==> src/hw/rtl/bf_pkg.sv <==
package bf_pkg;

   localparam int PIX_W      = 8;
   localparam int POS_W      = 10;
   localparam int CSR_DATA_W = 11;
   localparam int CSR_IDX_W  = 1;
   localparam int COL_SUM_W  = 10;
   localparam int SUM_W      = 12;

   localparam int DEF_MAX_WIDTH  = 1024;
   localparam int DEF_MAX_HEIGHT = 1024;
   localparam int DIM_RESET      = 1024;

   // floor(x / 9) == (x * 7282) >> 16 for every x below 32768
   localparam int MULT_W            = 13;
   localparam logic [MULT_W-1:0] MEAN_MULT = 13'd7282;
   localparam int MEAN_SHIFT        = 16;

   localparam int FIFO_DEPTH = 4;
   localparam int FIFO_AW    = 2;
   localparam int FIFO_CW    = 3;

   localparam logic [CSR_IDX_W-1:0] CSR_IMAGE_WIDTH  = 1'd0;
   localparam logic [CSR_IDX_W-1:0] CSR_IMAGE_HEIGHT = 1'd1;

   typedef struct packed {
      logic [PIX_W-1:0] top;
      logic [PIX_W-1:0] mid;
      logic [PIX_W-1:0] bot;
   } col_type;

   typedef struct packed {
      logic [PIX_W-1:0] mean_value;
      logic [POS_W-1:0] center_row;
      logic [POS_W-1:0] center_col;
      logic             frame_last;
   } result_type;

   function automatic logic [COL_SUM_W-1:0] col_sum(input col_type col);
      col_sum = COL_SUM_W'(col.top) + COL_SUM_W'(col.mid) + COL_SUM_W'(col.bot);
   endfunction

endpackage

==> src/hw/rtl/bf_out_fifo.sv <==
module bf_out_fifo import bf_pkg::*; (
   input  logic               clock,
   input  logic               reset,
   input  logic               push,
   input  result_type         push_data,
   input  logic               pop,
   output logic               out_valid,
   output result_type         head,
   output logic [FIFO_CW-1:0] count
);

   result_type         slot_ff [FIFO_DEPTH];
   logic [FIFO_AW-1:0] wr_ptr_ff, wr_ptr_in;
   logic [FIFO_AW-1:0] rd_ptr_ff, rd_ptr_in;
   logic [FIFO_CW-1:0] count_ff, count_in;

   always_comb begin
      wr_ptr_in = push ? wr_ptr_ff + 1'b1 : wr_ptr_ff;
      rd_ptr_in = pop ? rd_ptr_ff + 1'b1 : rd_ptr_ff;
      count_in  = count_ff;
      if (push && !pop) begin
         count_in = count_ff + 1'b1;
      end else if (pop && !push) begin
         count_in = count_ff - 1'b1;
      end
   end

   always_ff @(posedge clock) begin
      if (reset) begin
         wr_ptr_ff <= '0;
         rd_ptr_ff <= '0;
         count_ff  <= '0;
      end else begin
         wr_ptr_ff <= wr_ptr_in;
         rd_ptr_ff <= rd_ptr_in;
         count_ff  <= count_in;
      end
   end

   always_ff @(posedge clock) begin
      if (push) begin
         slot_ff[wr_ptr_ff] <= push_data;
      end
   end

   assign out_valid = (count_ff != '0);
   assign head      = slot_ff[rd_ptr_ff];
   assign count     = count_ff;

endmodule

==> config.mk <==
export PLATFORM = sky130hd
export DESIGN_NAME = bf_out_fifo
export DESIGN_NICKNAME = d
export VERILOG_FILES = /design/src/hw/rtl/bf_pkg.sv /design/src/hw/rtl/bf_out_fifo.sv
export SDC_FILE = /design/constraint.sdc
export NUM_CORES = 1
export LEC_CHECK = 0
export BUFFER_PORTS_ARGS = -buffer_cell sky130_fd_sc_hd__buf_2
export CAP_MARGIN = 20
export CORE_ASPECT_RATIO = 0.8
export CORE_UTILIZATION = 40
export DETAILED_ROUTE_END_ITERATION = 8
export PLACE_DENSITY = 0.69
export SLEW_MARGIN = 30
export SYNTH_ARGS = -nofsm -noshare
export SYNTH_HDL_FRONTEND = slang
export SYNTH_SLANG_ARGS = --single-unit
==> constraint.sdc <==
create_clock -name clock -period 1.95 [get_ports clock]
set_input_delay 0.0975 -clock clock [delete_from_list [all_inputs] [get_ports clock]]
set_output_delay 0.0975 -clock clock [all_outputs]
set_load 0.05 [all_outputs]
# Word level (Yosys, flattened, before mapping)
# Memory sizes are Yosys's and may differ from the RTL's. A register that Yosys moved wholly into a read port is not among the register bits.
# Cells that the tools add are included.
# word_totals
ff_bits	7
input_bits	33
elab_cells	20
out_inout_bits	33
ramBits	116
n_memories	1
# classes
n_addsub	4
reduce_logical	6
n_mux	6
# memory_table
name	words	word_bits	read_ports	rd_clocked_by_memory_dff	write_ports	line_no	rtl
slot_ff	4	29	1	1	1	bf_out_fifo.sv:12	result_type slot_ff [FIFO_DEPTH];
# ops
cell	n
$mux 3	2
$add 2x1->2 const B	2
$mux 2	2
$add 3x1->3 const B	1
$reduce_bool 3->1	1
$sub 3x1->3 const B	1
$logic_and 1x1->1	2
$logic_not 1->1	2
$mux 1	2
$reduce_bool 2->1	1

# Longest topological paths before layout
# depth
depth_word	4
depth_mapped	7
depth_no_buf	7

# Worst setup path after synthesis
# OpenSTA, ideal clock, no wires.
# synth_path
path_kind	register to register
start	register wr_ptr_ff[0]
end	memory slot_ff[2][0] (netlist bit), enable pin
synth_period_minus_slack_ns	1.653
t_required_ns	1.561
path_stages_with_launch	4
t_arrival_ns	1.265
setup_time_ns	0.389
slack_ns	0.297
path_cell_list	dfxtp_1 > inv_1 > ha_1 > and2_1
# synth_rtl
item	line_no	rtl
from (decl)	bf_out_fifo.sv:13	logic [FIFO_AW-1:0] wr_ptr_ff, wr_ptr_in;
from (signal assigned)	bf_out_fifo.sv:34	wr_ptr_ff <= wr_ptr_in;
to (decl)	bf_out_fifo.sv:12	
# No word-level cell before the write port.

==> flow_metrics.py <==
metrics = {
    "routing": {
        "vias": 2310,
        "drtIter0Drc": 148,
        "viasPerCell": 4.93,
        "drt-total-wl_um": 8360,
        "firstDrtPassIters": 4,
        "drc": 0,
        "avgRoutedWirePerCell_um": 17.8,
        "ant_nets": 0,
    },
    "global_route": {
        "grt-ovfl-total": 0,
        "grt_antenna_before_repair": 0,
        "grt_max_degree": 30,
        "grt_use_total_pct": 15.3,
        "first_global_vias": 2378,
        "grt_pass1_wl_um": 12900,
    },
    "clocking": {
        "clk_latency_ns": 0.41,
        "clk_pin_slew_ns": 0.06,
        "cts.htree.levels": 4,
        "clock-root-buffer": "clkbuf_16",
        "clkSinkCount": 125,
        "cts_buffers": 17,
        "clock_path_buffers": 2,
        "cts_tree": "built",
    },
    "power": {
        "switching_share_pct": 23.9,
        "power_density_nw_per_um2": 1210,
        "combPwrFrac_pct": 13.6,
        "ir_drop_uv": 742,
        "p_leak_nw": 2.20,
        "power_mw": 7.48,
        "pwr-share-clk_pct": 44.4,
        "p_switching_mw": 1.79,
        "p_int_mw": 5.69,
        "p_seq_share_pct": 42.0,
    },
    "setup_path": {
        "worst_path_max_delay_cell": "mux4_2",
        "end_kind": "output pin",
        "worst-path-max-fanout": 8,
        "worstSetupPathType": "flip-flop to output pin",
        "max_stage_delay_ns": 0.53,
        "cp.required_ns": 1.85,
        "cp_cell_sequence": "buf_12 > mux4_2 > buf_2",
        "start_kind": "flip-flop",
        "critical-path-top-delay-family": "multiplexers",
        "rr_worst_depth": 3,
        "cp.depth": 3,
        "critPathBufInv": 2,
        "arrival_ns": 1.78,
    },
    "timing": {
        "hold_viol_final": 0,
        "setup_viol": 0,
        "tightest_slew_ns": 0.785,
        "timing.final.crit_share_pct": 96.3,
        "hold_ws_ns": 0.0806,
        "setup_tns_ns": 0,
        "finalCriticalPeriod_ns": 1.88,
        "fin_skew_ns": 0.0119,
        "slew_violations": 0,
        "fmax_mhz": 533,
        "rsz0062_at_grt": "false",
        "relSlewSlack_pct": 47.7,
    },
    "finish": {
        "diodes": 0,
        "regArea_um2": 3670,
        "nFillCells": 868,
        "multi_input_area_um2": 886,
        "drive_above_1_share_pct": 41.8,
        "fin_util_pct": 55.8,
        "area_growth_syn_to_layout_pct": 33.8,
        "fin_nets": 351,
        "design_area_um2": 6180,
    },
    "outcome": {
        "status": "finished clean",
    },
    "floorplanning": {
        "die_w_um": 122,
        "ios": 66,
        "fp.dieArea_um2": 12000,
        "die_h_um": 98.1,
        "core_area_um2": 11100,
        "start_util_pct": 41.7,
        "rows": 34,
    },
    "synthesis": {
        "ys_seq_elements": 125,
        "yosys_warnings": 0,
        "synth_cells": 194,
        "synth_cell_types": 21,
        "syn-num-nets": 233,
        "syn_area_um2": 4620,
        "syn_avg_cell_area_um2": 23.8,
        "synth_seq_area_share_pct": 79.4,
    },
    "placement": {
        "gp_congestion": 0.615,
        "portBuffers": 65,
        "hpwl_um": 4860,
        "placed_area_um2": 5170,
    },
    "flow_run": {
        "max_cap_viol_count": 0,
    },
    "worst_hold_path": {
        "holdPathStages": 3,
        "holdCritPathClass": "input pin to flip-flop",
    },
}
[sequential cells by signal (all words and copies together) (netlist names), named ones only]
signal / count
count: 3
wr_ptr_ff: 2
slot_ff: 116
rd_ptr_ff: 2
[path summary, 6_finish.rpt]
path / from / endpoint / slack, ns
worst max-delay path: flip-flop / head[11] / 0.07
worst min-delay path: push / wr_ptr_ff[0]$_SDFFE_PP0P_ / 0.08
worst max register to register: wr_ptr_ff[0]$_SDFFE_PP0P_ / slot_ff[2][24]$_DFFE_PP_ / 0.32
worst min register to register: count[2]$_SDFFE_PP0P_ / count[2]$_SDFFE_PP0P_ / 0.51
[area by class of cell]
| type | count | share of cell area [%] |
|---|---|---|
| Clock buffer | 19 | 7.01 |
| Multi-Input combinational cell | 58 | 14.3 |
| Clock inverter | 13 | 3.18 |
| Tap cell | 144 | 2.92 |
| Sequential cell | 125 | 59.4 |
| Timing Repair Buffer | 106 | 12.9 |
| Inverter | 4 | 0.243 |
[timing repair]
action	4_1_cts	5_1_grt
gates cloned	0	1
endpoints found under the hold margin	125	0
resized for setup	7	0
endpoints found under the setup margin	20	17
hold buffers	32	0
setup buffers	0	2
[metrics by stage]
stage               cells  setup WS [ns]
floorplan             194          0.297
finish                469         0.0730
CTS                   466       -0.00339
global route          469        0.00816
detailed placement    402          0.301
global placement      402          0.337
[power groups by stage]
stage	Clock [mW]	Sequential (mW)	Combinational (mW)
floorplan	0	3.20	0.682
global placement	0	3.19	0.936
detailed placement	0	3.20	0.946
CTS	3.37	3.14	1.02
global route	3.47	3.15	1.09
finish	3.32	3.14	1.02
[Yosys cell counts, drive strengths merged]
cell type	count	area share, %
ha	5	1.4
a21oi	1	0.11
mux4	29	14
mux2i	2	0.43
fa	1	0.43
o21ai	1	0.11
dfxtp	9	3.9
xnor2	2	0.38
nor2	7	0.57
buf	5	1.1
and2	4	0.54
xor2	3	0.57
or3	2	0.27
inv	4	0.33
edfxtp	116	75
nand2	1	0.081
clkbuf	2	0.16
[layer usage]
metal / wire length [um] / GRT usage, %
met1: 3820 / 20.3
met2: 3980 / 22.9
met3: 455 / 5.32
met4: 104 / 6.85
met5: 0 / 0
[cells in the final DEF, fill, tap and decap left out, drive strengths merged]
| master | synthesis | final |
|---|---|---|
| edfxtp | 116 | 116 |
| buf | 5 | 73 |
| dlygate4sd3 | 0 | 32 |
| mux4 | 29 | 29 |
| clkbuf | 2 | 20 |
| dfxtp | 9 | 9 |
| nor2 | 7 | 7 |
| clkinv | 0 | 6 |
| ha | 5 | 5 |
| bufinv | 0 | 5 |
| inv | 4 | 4 |
| and2 | 4 | 4 |
| xor2 | 3 | 3 |
| or3 | 2 | 2 |
| xnor2 | 2 | 2 |
| mux2i | 2 | 2 |
| clkinvlp | 0 | 2 |
| nand2 | 1 | 1 |
| o21ai | 1 | 1 |
| a21oi | 1 | 1 |
| fa | 1 | 1 |
[tightest hold or removal path: stages]
cell and delay, ns:
buf_2 0.17, xnor2_1 0.10, nor2_1 0.09
[cell families after synthesis]
| family | count (synthesis) | synth area share, % |
|---|---|---|
| AND/OR/NAND/NOR | 14 | 1.46 |
| XOR/XNOR | 5 | 0.949 |
| flip-flops | 125 | 79.4 |
| multiplexers | 31 | 14.7 |
| AO/OA/AOI/OAI | 2 | 0.217 |
| adder cells (fa/ha/maj) | 6 | 1.79 |
| buffers and inverters | 11 | 1.55 |
Power figures use the tool's default switching activity.
