<file path="src/hw/rtl/bf_pkg.sv">
package bf_pkg;

   localparam int PIX_W      = 8;
   localparam int POS_W      = 10;
   localparam int CSR_DATA_W = 11;
   localparam int CSR_IDX_W  = 1;
   localparam int COL_SUM_W  = 10;
   localparam int SUM_W      = 12;

   localparam int DEF_MAX_WIDTH  = 1024;
   localparam int DEF_MAX_HEIGHT = 1024;
   localparam int DIM_RESET      = 1024;

   // floor(x / 9) == (x * 7282) >> 16 for every x below 32768
   localparam int MULT_W            = 13;
   localparam logic [MULT_W-1:0] MEAN_MULT = 13'd7282;
   localparam int MEAN_SHIFT        = 16;

   localparam int FIFO_DEPTH = 4;
   localparam int FIFO_AW    = 2;
   localparam int FIFO_CW    = 3;

   localparam logic [CSR_IDX_W-1:0] CSR_IMAGE_WIDTH  = 1'd0;
   localparam logic [CSR_IDX_W-1:0] CSR_IMAGE_HEIGHT = 1'd1;

   typedef struct packed {
      logic [PIX_W-1:0] top;
      logic [PIX_W-1:0] mid;
      logic [PIX_W-1:0] bot;
   } col_type;

   typedef struct packed {
      logic [PIX_W-1:0] mean_value;
      logic [POS_W-1:0] center_row;
      logic [POS_W-1:0] center_col;
      logic             frame_last;
   } result_type;

   function automatic logic [COL_SUM_W-1:0] col_sum(input col_type col);
      col_sum = COL_SUM_W'(col.top) + COL_SUM_W'(col.mid) + COL_SUM_W'(col.bot);
   endfunction

endpackage

</file>
<file path="src/hw/rtl/bf_col_cell.sv">
module bf_col_cell import bf_pkg::*; (
   input  logic                 clock,
   input  logic                 shift,
   input  col_type              col_in,
   output col_type              col_ff,
   output logic [COL_SUM_W-1:0] sum
);

   always_ff @(posedge clock) begin
      if (shift) begin
         col_ff <= col_in;
      end
   end

   assign sum = col_sum(col_ff);

endmodule

</file>
<file path="config.mk">
export PLATFORM = sky130hd
export DESIGN_NAME = bf_col_cell
export DESIGN_NICKNAME = d
export VERILOG_FILES = /design/src/hw/rtl/bf_pkg.sv /design/src/hw/rtl/bf_col_cell.sv
export SDC_FILE = /design/constraint.sdc
export NUM_CORES = 1
export LEC_CHECK = 0
export BUFFER_PORTS_ARGS = -buffer_cell sky130_fd_sc_hd__buf_2
export CAP_MARGIN = 20
export CORE_ASPECT_RATIO = 1.2
export CORE_UTILIZATION = 48
export DETAILED_ROUTE_END_ITERATION = 8
export PLACE_DENSITY_LB_ADDON = 0.1
export SLEW_MARGIN = 20
export SYNTH_ARGS = -nofsm -noshare
export SYNTH_HDL_FRONTEND = slang
export SYNTH_SLANG_ARGS = --single-unit
</file>
<file path="constraint.sdc">
create_clock -name clock -period 7.1 [get_ports clock]
set_clock_uncertainty 0.2 [all_clocks]
set_input_delay 0.71 -clock clock [delete_from_list [all_inputs] [get_ports clock]]
set_output_delay 0.71 -clock clock [all_outputs]
set_load 0.005 [all_outputs]
</file>
# After elaboration in Yosys (flattened, before gate mapping)

Index checks and enable logic that the tools add are counted.

Bits in registers: 24
Latch bits: 0
Memory bits (writable): 0
Bits in read-only memories: 0
Logic and storage cells: 5
Memories: 0

Add/subtract/negate cells: 2
Multipliers: 0
Div/mod/pow operators: 0
$lt $le $gt $ge: 0
Equal/unequal tests: 0
Shift operators: 0
Muxes and demuxes: 0
Bitwise logic cells: 0
Reductions and logical operators: 0

Operator list:

| cell                                    | count |
|---|---|
| 9-bit by 8-bit adder with 10-bit output | 1 |
| 8-bit by 8-bit adder with 9-bit output  | 1 |

# Longest topological paths before layout

Gate-level depths: netlist (run 1).

Depth in word-level cells: 2
Mapped depth: 9
Mapped depth without buffers: 9

# Least setup slack after synthesis (run 1)

OpenSTA, ideal clock, no wires.

Path kind: reg-to-output
Start: reg col_ff[1] (netlist name)
End: out sum[7]
Arrival: 2,110 ps
Setup slack: 4,080 ps
Stages on the path, launching flop included: 8
Buffers on the path: 0
Cell sequence: edfxtp_1 > fa_1 > ha_1 > fa_1 > a21oi_1 > nor2b_1 > a31oi_1 > xnor2_1

Cells in the longest elaborated chain, start to end: 1

Ends and longest elaborated chain:

| element                                 | RTL line          | text |
|---|---|---|
| from (decl)                             | bf_col_cell.sv:5  | `output col_type col_ff,` |
| from (signal assigned)                  | bf_col_cell.sv:11 | `col_ff <= col_in;` |
| 9-bit by 8-bit adder with 10-bit output | bf_pkg.sv:40      | `col_sum = COL_SUM_W'(col.top) + COL_SUM_W'(col.mid) + COL_SUM_W'(col.bot);` |
| to (decl)                               | bf_col_cell.sv:6  | `output logic [COL_SUM_W-1:0] sum` |

No other way between the ends.

# Worst setup path after layout (run 1)

Start: reg col_ff[2] (netlist name)
End: out sum[8]

Same word-level chain as after synthesis.

==> impl_metrics.tcl, run 1 <==
set metrics [dict create \
    synth.mux.area_fraction_pct 0 \
    worst-slew-pin-transition_ps 489 \
    first_global_vias 852 \
    critPathMostFrequentCell "a211oi_1" \
    port_buffers 59 \
    global_route.usage.total_pct 17.5 \
    fin_ws_ps 3550 \
    cts_num_sinks 24 \
    timing.critical_path.from_type "flop" \
    ctsHtreeMaxLevel 1 \
    vias_per_cell 4.80 \
    cp_top_family "adder cells" \
    floorplan.rows 19 \
    maximum_number_of_pins_on_one_net_before_global_route_repair 25 \
    max_buffers_root_to_sink 2 \
    detailedPlace.worstSlack_ps 3870 \
    routedWlPerCell_um 12.2 \
    power_switching_share_pct 30.3 \
    tritoncts "yes" \
    hpwl_um 1800 \
    maxSlewViolCount 0 \
    synthesis.instances 77 \
    starting_density_of_the_core_pct 51.7 \
    top_level_ports 60 \
    drt_first_iter_violations 5 \
    drt_pre_antenna_iters 3 \
    detail_route.wirelength_um 2080 \
    synth-compound-area-share_pct 6.78 \
    hold_path.class "input port to flop" \
    final-instance-count-excl-fill 171 \
    gp_congestion 0.681 \
    post_route_cells_drive_above_1_share_pct 46.4 \
    nNetsFinal 183 \
    status "finished clean" \
    dominantRegCellSynth "edfxtp_1" \
    n_antenna_cell 0 \
    cts_repair_resizes 0 \
    numCtsBuffers 3 \
    cts-hold-fix-buffers 0 \
    drt_drc_violations_left 0 \
    global_route.overflow_total 0 \
    critical-path-slowest-cell "fa_1" \
    critPathRequiredTime_ps 6190 \
    largest_register_ffs 24 \
    setup_viol_count_final 0 \
    placeableCoreArea_sq_um 2350 \
    timing.critical_path.to_type "output pin" \
    register_with_the_most_flip_flops "col_ff" \
    max_cap_viol_count 0 \
    yosysMostFrequentCell "edfxtp_1" \
    avgSynthCellArea_sq_um 15.8 \
    synth-warning-count 0 \
    max_clock_freq_mhz 281 \
    placed_cell_area_sq_um 1550 \
    total_switching_power_w 0.000117 \
    power_per_cell_area_nw_per_um2 244 \
    place_inst 167 \
    die_h_um 57.2 \
    final_period_minus_worst_setup_slack_ps 3550 \
    post-cts-setup-buffers 0 \
    post-route-cell-area_sq_um 1580 \
    synth.ff_latch_count 24 \
    synthTopCellsByArea "edfxtp_1 59%, fa_1 15%, ha_1 7.2%, xnor2_1 2.9%, inv_1 2.8%" \
    combPwrFrac_pct 39.4 \
    dieWidth_um 48.0 \
    cp_data_arrival_time_ps 2640 \
    synth.largest_area_cell "edfxtp_1" \
    timing.critical_path.cells "fa_1, ha_1, a211oi_1, nor3_1, nor4b_1, a211oi_1, buf_2" \
    antenna_violations_before_repair 0 \
    dominant_combinational_cell_family_by_area_after_synthesis "adder cells" \
    final_min_period_over_clock_period_pct 50.0 \
    totalNegativeSetupSlack_ps 0 \
    cellInternalPower_w 0.000268 \
    largestRegisters "col_ff x24" \
    rsz0062_at_grt "no" \
    synth-xor-area-share_pct 3.60 \
    cp_slowest_stage_delay_ps 550 \
    seq_power_share_pct 45.8 \
    synth-edff-count 24 \
    share_of_synthesized_cell_area_in_and_or_nand_and_nor_gates_pct 5.65 \
    final-hold-violation-count 0 \
    ys_top_cells_by_count "24 x edfxtp_1, 9 x fa_1, 9 x inv_1, 7 x ha_1, 4 x xnor2_1" \
    cts_root_buf "clkbuf_4" \
    synthAdderAreaFrac_pct 22.0 \
    pwr-share-clk_pct 14.8 \
    cell_area_after_synthesis_sq_um 1220 \
    syn_to_final_growth_pct 29.6 \
    cp.buffers_inverters 1 \
    yosys.area.top_type_share_pct 59.2 \
    detailroute.via_count 820 \
    drt.antenna.violating_nets 0 \
    ys_types 23 \
    grt_pass1_wl_um 3280 \
    path_class "flop to output pin" \
    design.die.area_sq_um 2740 \
    cp_max_fo 2 \
    synth_fp_nets 119 \
    power_leakage_nw 0.718 \
    share_of_flip_flops_with_an_asynchronous_set_or_reset_after_synthesis_pct 0 \
    vdd_drop_max_v 0.000180 \
    yosysSeqAreaShare_pct 59.2 \
    clk_transition_reported_paths_ps 120 \
    maxSlewHeadroom_pct 67.4 \
]
==> area by class of cell <==
| cell class | count | area, sq um |
|---|---|---|
| flip-flops and latches | 24 | 721 |
| clock buffers | 3 | 22.5 |
| well taps | 31 | 38.8 |
| repair buffers | 59 | 295 |
| multi-input cells | 44 | 463 |
| inverters | 9 | 33.8 |
| clock inverters | 1 | 3.75 |
| fillers | 196 | 776 |
==> layout by cell type (no fill, tap or decap) <==
master and count:
a211oi_1 2, a21o_1 1, a21oi_1 3, a21oi_2 1, a221o_1 1, a31oi_1 1
buf_2 59, clkbuf_4 3, clkinv_1 1, edfxtp_1 24, fa_1 9, ha_1 7
inv_1 9, nand2_1 2, nand2b_1 1, nand3_1 1, nor2_1 2, nor2b_1 1
nor2b_2 1, nor2b_4 1, nor3_1 1, nor4b_1 1, o21ai_0 1, o21bai_1 2
xnor2_1 4, xor2_1 1
==> path summary, 6_finish.rpt <==
check	slack [ps]	startpoint	cells after the start	end
worst min-delay path	370	col_in[15]	1	col_ff[15]
worst max-delay path	3550	col_ff[2]	7	sum[8]
==> power groups by stage <==
stage | logic (W) | clock network [W] | registers (W)
after floorplan | 0.0000912 | 0 | 0.000181
after global placement | 0.000148 | 0 | 0.000179
after detailed placement | 0.000153 | 0 | 0.000180
after CTS | 0.000154 | 0.0000605 | 0.000176
after global routing | 0.000173 | 0.0000633 | 0.000178
final | 0.000152 | 0.0000570 | 0.000176
==> metal layers <==
layer  up-vias  part of all wire (%)  global-route usage (%)
met5         -                     0                       0
met4         0                   2.6                    9.13
met3         7                   5.3                    1.58
met2        36                    55                    31.5
met1       377                    37                    18.9
li1        400                     -                       -
==> kinds of logic (layout without fill, tap and decap cells) <==
family | Yosys count | after routing
buf+inv | 9 | 72
xor+xnor | 5 | 5
fa+ha+maj | 16 | 16
compound gates | 12 | 12
simple gates | 11 | 11
flops | 24 | 24
==> metrics by stage <==
stage          total power (W)  utilization [%]  hold slack [ps]
6_report              0.000385             67.0              368
2_1_floorplan         0.000272                -              609
4_1_cts               0.000391             67.0              350
3_3_place_gp          0.000327             65.9              686
5_1_grt               0.000414             67.0              349
3_5_place_dp          0.000333             65.9              688
No activity file was read; power rests on OpenSTA's default activity.
==> run 2: changes to the inputs <==
--- a/config.mk
+++ b/config.mk
@@ -8,7 +8,7 @@
 export BUFFER_PORTS_ARGS = -buffer_cell sky130_fd_sc_hd__buf_2
 export CAP_MARGIN = 20
 export CORE_ASPECT_RATIO = 1.2
-export CORE_UTILIZATION = 48
+export CORE_UTILIZATION = 45
 export DETAILED_ROUTE_END_ITERATION = 8
 export PLACE_DENSITY_LB_ADDON = 0.1
 export SLEW_MARGIN = 20
==> constraint.sdc (replaced) <==
create_clock -name clock -period 3.6 [get_ports clock]
set_clock_uncertainty 0.2 [all_clocks]
set_input_delay 0.36 -clock clock [delete_from_list [all_inputs] [get_ports clock]]
set_output_delay 0.36 -clock clock [all_outputs]
set_load 0.005 [all_outputs]
==> impl_metrics.tcl, run 2 (synthesis results as in run 1) <==
set metrics [dict create \
    status "finished clean" \
    combPwrFrac_pct 40.1 \
    power_leakage_nw 0.716 \
    vias_per_cell 4.78 \
    cp_slowest_stage_delay_ps 510 \
    first_global_vias 846 \
    ctsHtreeMaxLevel 1 \
    min_to "col_ff[0]" \
    final-hold-violation-count 0 \
    timing.critical_path.to_type "output pin" \
    top_library_cells_by_usage_in_the_layout_fill_and_taps_aside "59 x buf_2, 24 x edfxtp_1, 9 x inv_1, 9 x fa_1, 7 x ha_1" \
    routedWlPerCell_um 11.5 \
    total_switching_power_w 0.000227 \
    post-cts-setup-buffers 0 \
    drt_drc_violations_left 0 \
    cts_repair_resizes 0 \
    timing.critical_path.cells "fa_1, ha_1, fa_1, a21oi_1, nor2b_1, a31oi_1, xnor2_1, buf_2" \
    setup_viol_count_final 0 \
    final_min_period_over_clock_period_pct 88.8 \
    maxSlewHeadroom_pct 64.8 \
    rsz0062_at_grt "no" \
    n_antenna_cell 0 \
    source_of_the_worst_hold_timing_path "col_in[0]" \
    fin_ws_ps 402 \
    placeableCoreArea_sq_um 2550 \
    drt_first_iter_violations 9 \
    power_switching_share_pct 30.1 \
    floorplan.rows 20 \
    vdd_drop_max_v 0.000320 \
    power_per_cell_area_nw_per_um2 479 \
    detail_route.wirelength_um 1980 \
    path_class "flop to output pin" \
    cts_root_buf "clkbuf_4" \
    dieWidth_um 49.5 \
    cp_data_arrival_time_ps 2640 \
    layout_commonest_cell "buf_2" \
    largestRegisters "col_ff x24" \
    numCtsBuffers 3 \
    global_route.usage.total_pct 15.0 \
    hpwl_um 1670 \
    p_total_w 0.000754 \
    cp_max_fo 3 \
    pwr-share-clk_pct 14.0 \
    footprint_of_the_multi_input_gates_sq_um 463 \
    cp_top_family "adder cells" \
    regArea_sq_um 721 \
    nNetsFinal 183 \
    worst-slew-pin-transition_ps 529 \
    clk_transition_reported_paths_ps 110 \
    detailedPlace.worstSlack_ps 719 \
    syn_to_final_growth_pct 29.5 \
    seq_power_share_pct 45.9 \
    max_cap_viol_count 0 \
    drt_pre_antenna_iters 4 \
    drt.antenna.violating_nets 0 \
    maxSlewViolCount 0 \
    cellInternalPower_w 0.000527 \
    detailroute.via_count 822 \
    port_buffers 59 \
    cts_num_sinks 24 \
    hold_path.class "input port to flop" \
    nFillCells 230 \
    max_clock_freq_mhz 313 \
    critPathRequiredTime_ps 3040 \
    post_route_cells_drive_above_1_share_pct 46.8 \
    critPathMostFrequentCell "fa_1" \
    largest_register_ffs 24 \
    gp_congestion 0.713 \
    maximum_number_of_pins_on_one_net_before_global_route_repair 25 \
    top_level_ports 60 \
    register_with_the_most_flip_flops "col_ff" \
    antenna_violations_before_repair 0 \
    design.die.area_sq_um 2920 \
    worstHoldPathCells 1 \
    final_period_minus_worst_setup_slack_ps 3200 \
    cts-hold-fix-buffers 0 \
    grt_pass1_wl_um 3280 \
    timing.critical_path.from_type "flop" \
    totalNegativeSetupSlack_ps 0 \
    critical-path-slowest-cell "fa_1" \
    cp.buffers_inverters 1 \
    global_route.overflow_total 0 \
    max_buffers_root_to_sink 2 \
    tritoncts "yes" \
    die_h_um 59.0 \
    starting_density_of_the_core_pct 47.7 \
]
[run 2: per-stage QoR]
| step | area (sq um) | util [%] | instances | hold slack, ps |
|---|---|---|---|---|
| final | 1580 | 61.8 | 172 | 30.2 |
| after global routing | 1580 | 61.8 | 172 | 9.29 |
| after CTS | 1580 | 61.8 | 172 | 19.2 |
| after detailed placement | 1550 | 60.9 | 169 | 338 |
| after global placement | 1550 | 60.9 | 169 | 336 |
| after floorplan | 1220 | - | 77 | 259 |
[run 2: how the worst max path moves through the flow]
stage	end	start	slack [ps]	cells past startpoint
2_1_floorplan	sum[7]	col_ff[1]	930	7
3_3_place_gp	sum[7]	col_ff[1]	780	8
3_5_place_dp	sum[7]	col_ff[1]	720	8
4_1_cts	sum[7]	col_ff[1]	370	8
5_1_grt	sum[7]	col_ff[1]	240	8
6_report	sum[7]	col_ff[1]	400	8
[run 2: cell type report]
type	instances	share of cell area [%]
Sequential cell	24	45.7
Multi-Input combinational cell	44	29.4
Inverter	9	2.14
Clock buffer	3	1.43
Timing Repair Buffer	59	18.7
Tap cell	33	2.62
[run 2: per-layer routing]
layer,routed length [um],up-vias,track usage [%]
li1,-,400,-
met1,745,389,17.0
met2,1110,31,27.0
met3,111,2,2.05
met4,14,0,8.98
met5,0,-,0
[run 2: power groups by stage]
| stage | combinational, W | clock [W] | sequential, W |
|---|---|---|---|
| after floorplan | 0.000180 | 0 | 0.000356 |
| after global placement | 0.000301 | 0 | 0.000352 |
| after detailed placement | 0.000308 | 0 | 0.000353 |
| after CTS | 0.000309 | 0.000113 | 0.000347 |
| after global routing | 0.000342 | 0.000118 | 0.000350 |
| final | 0.000302 | 0.000106 | 0.000346 |
==> run 3: changes to the inputs <==
--- a/config.mk
+++ b/config.mk
@@ -5,6 +5,7 @@
 export SDC_FILE = /design/constraint.sdc
 export NUM_CORES = 1
 export LEC_CHECK = 0
+export ABC_AREA = 1
 export BUFFER_PORTS_ARGS = -buffer_cell sky130_fd_sc_hd__buf_2
 export CAP_MARGIN = 20
 export CORE_ASPECT_RATIO = 1.2
==> impl_metrics.tcl, run 3 <==
set metrics [dict create \
    max_clock_freq_mhz 339 \
    setup_viol_count_final 0 \
    n_antenna_cell 0 \
    vias_per_cell 4.58 \
    top_level_ports 60 \
    nFillCells 235 \
    largest_register_ffs 24 \
    drt_drc_violations_left 0 \
    synthesis.instances 97 \
    design.die.area_sq_um 3040 \
    nNetsFinal 203 \
    power_leakage_nw 0.817 \
    maxSlewHeadroom_pct 67.5 \
    drt_first_iter_violations 7 \
    final-hold-violation-count 0 \
    synth-edff-count 24 \
    path_class "flop to output pin" \
    share_of_flip_flops_with_an_asynchronous_set_or_reset_after_synthesis_pct 0 \
    post_route_cells_drive_above_1_share_pct 43.1 \
    max_cap_viol_count 0 \
    post-cts-setup-buffers 0 \
    routedWlPerCell_um 10.8 \
    vdd_drop_max_v 0.000336 \
    layout_commonest_cell "buf_2" \
    ys_top_cells_by_count "24 x edfxtp_1, 20 x nand2_1, 18 x inv_1, 9 x fa_1, 7 x ha_1" \
    dominantRegCellSynth "edfxtp_1" \
    global_route.overflow_total 0 \
    globalRouteMet1Util_pct 15.5 \
    status "finished clean" \
    power_per_cell_area_nw_per_um2 471 \
    grt_pass1_wl_um 3330 \
    yosys.area.top_type_share_pct 56.7 \
    hpwl_um 1850 \
    die_h_um 60.2 \
    critPathRequiredTime_ps 3040 \
    final-instance-count-excl-fill 193 \
    cp_data_arrival_time_ps 2390 \
    largestRegisters "col_ff x24" \
    ctsHtreeMaxLevel 1 \
    max_buffers_root_to_sink 2 \
    synthTopCellsByArea "edfxtp_1 57%, fa_1 14%, ha_1 6.9%, nand2_1 5.9%, inv_1 5.3%" \
    worst-slew-pin-transition_ps 487 \
    hold_path.class "input port to flop" \
    rsz0062_at_grt "no" \
    clk_transition_reported_paths_ps 120 \
    cts_num_sinks 24 \
    place_inst 189 \
    maxSlewViolCount 0 \
    top_library_cells_by_usage_in_the_layout_fill_and_taps_aside "59 x buf_2, 24 x edfxtp_1, 20 x nand2_1" \
    timing.critical_path.to_type "output pin" \
    cell_area_after_synthesis_sq_um 1270 \
    avgSynthCellArea_sq_um 13.1 \
    maximum_number_of_pins_on_one_net_before_global_route_repair 25 \
    drt.antenna.violating_nets 0 \
    placeableCoreArea_sq_um 2600 \
    cp_max_fo 3 \
    synth_fp_nets 139 \
    timing.critical_path.from_type "flop" \
    detailroute.via_count 884 \
    synth-warning-count 0 \
    totalNegativeSetupSlack_ps 0 \
    grtUsageMet2_pct 29.0 \
    numCtsBuffers 3 \
    port_buffers 59 \
    cts_repair_resizes 0 \
    p_total_w 0.000770 \
    syn_to_final_growth_pct 28.6 \
    first_global_vias 870 \
    antenna_violations_before_repair 0 \
    synth.ff_latch_count 24 \
    ys_types 17 \
    synth.largest_area_cell "edfxtp_1" \
    cts_root_buf "clkbuf_4" \
    register_with_the_most_flip_flops "col_ff" \
    met3_capacity_usage_during_global_routing_pct 2.54 \
    dieWidth_um 50.5 \
    gp_congestion 0.724 \
    yosysSeqAreaShare_pct 56.7 \
    yosysMostFrequentCell "edfxtp_1" \
    final_period_minus_worst_setup_slack_ps 2950 \
    top_usage_layer "met2" \
    drt_pre_antenna_iters 4 \
    detail_route.wirelength_um 2090 \
    starting_density_of_the_core_pct 48.8 \
    floorplan.rows 20 \
    cts-hold-fix-buffers 0 \
    final_min_period_over_clock_period_pct 82.0 \
    global_route.usage.total_pct 14.8 \
    tritoncts "yes" \
]
[run 3: cell count changes in the layout (fill, tap and decap cells not counted), sizes merged, moves of 2 or more]
cell	previous run	this run
nand3	1	5
nand2	2	22
o21bai	2	0
a211oi	2	0
nor2b	3	0
inv	9	18
xnor2	4	1
[run 3: final timing paths]
path / start / end / slack [ps] / cells after the start
max: col_ff[1] / sum[7] / 650 / 10
min: col_in[23] / col_ff[23] / 20 / 1
[run 3: cell type report]
type | instances | area [sq um] | share of cell area (%)
clock buffers | 3 | 22.5 | 1.38
multi-input cells | 55 | 482 | 29.5
well taps | 33 | 41.3 | 2.53
inverters | 18 | 67.6 | 4.14
repair buffers | 59 | 295 | 18.1
flip-flops and latches | 24 | 721 | 44.1
clock inverters | 1 | 3.75 | 0.230
[run 3: cells by family (layout without fill, tap and decap cells)]
family | after synthesis | count (layout) | synth area share [%]
compound gates | 4 | 4 | 2.17
xor+xnor | 3 | 3 | 2.07
buf+inv | 18 | 81 | 5.32
flops | 24 | 24 | 56.7
simple gates | 32 | 32 | 12.6
fa+ha+maj | 16 | 16 | 21.1
[run 3: through the flow]
stage          worst slack [ps]  hold WS (ps)  area (sq um)  utilization (%)
3_5_place_dp                955           338          1610             61.7
2_1_floorplan              1140           259          1270                -
5_1_grt                     492          5.18          1630             62.7
6_report                    648          20.7          1630             62.7
3_3_place_gp               1000           336          1610             61.7
4_1_cts                     617          13.8          1630             62.7
[run 3: metal layers]
metal	share of wire, %	vias to the layer above
met5	0	-
met4	1.2	0
met3	7.3	4
met2	52	36
met1	39	398
li1	-	446
[run 3: power by group]
group	internal [W]	switching [W]	leakage, nW
registers	0.000333	0.0000141	0.235
clock network	0.0000404	0.0000712	0.0154
logic	0.000152	0.000159	0.566
total	0.000525	0.000245	0.817
[run 3: critical path, cell delays in order (launching register included)]
cell,delay [ps]
edfxtp_1,430
fa_1,490
ha_1,240
fa_1,410
nand2_1,100
nand2_2,80
nand3b_4,100
nand2_2,40
nand2_1,50
nand2_1,40
buf_2,110
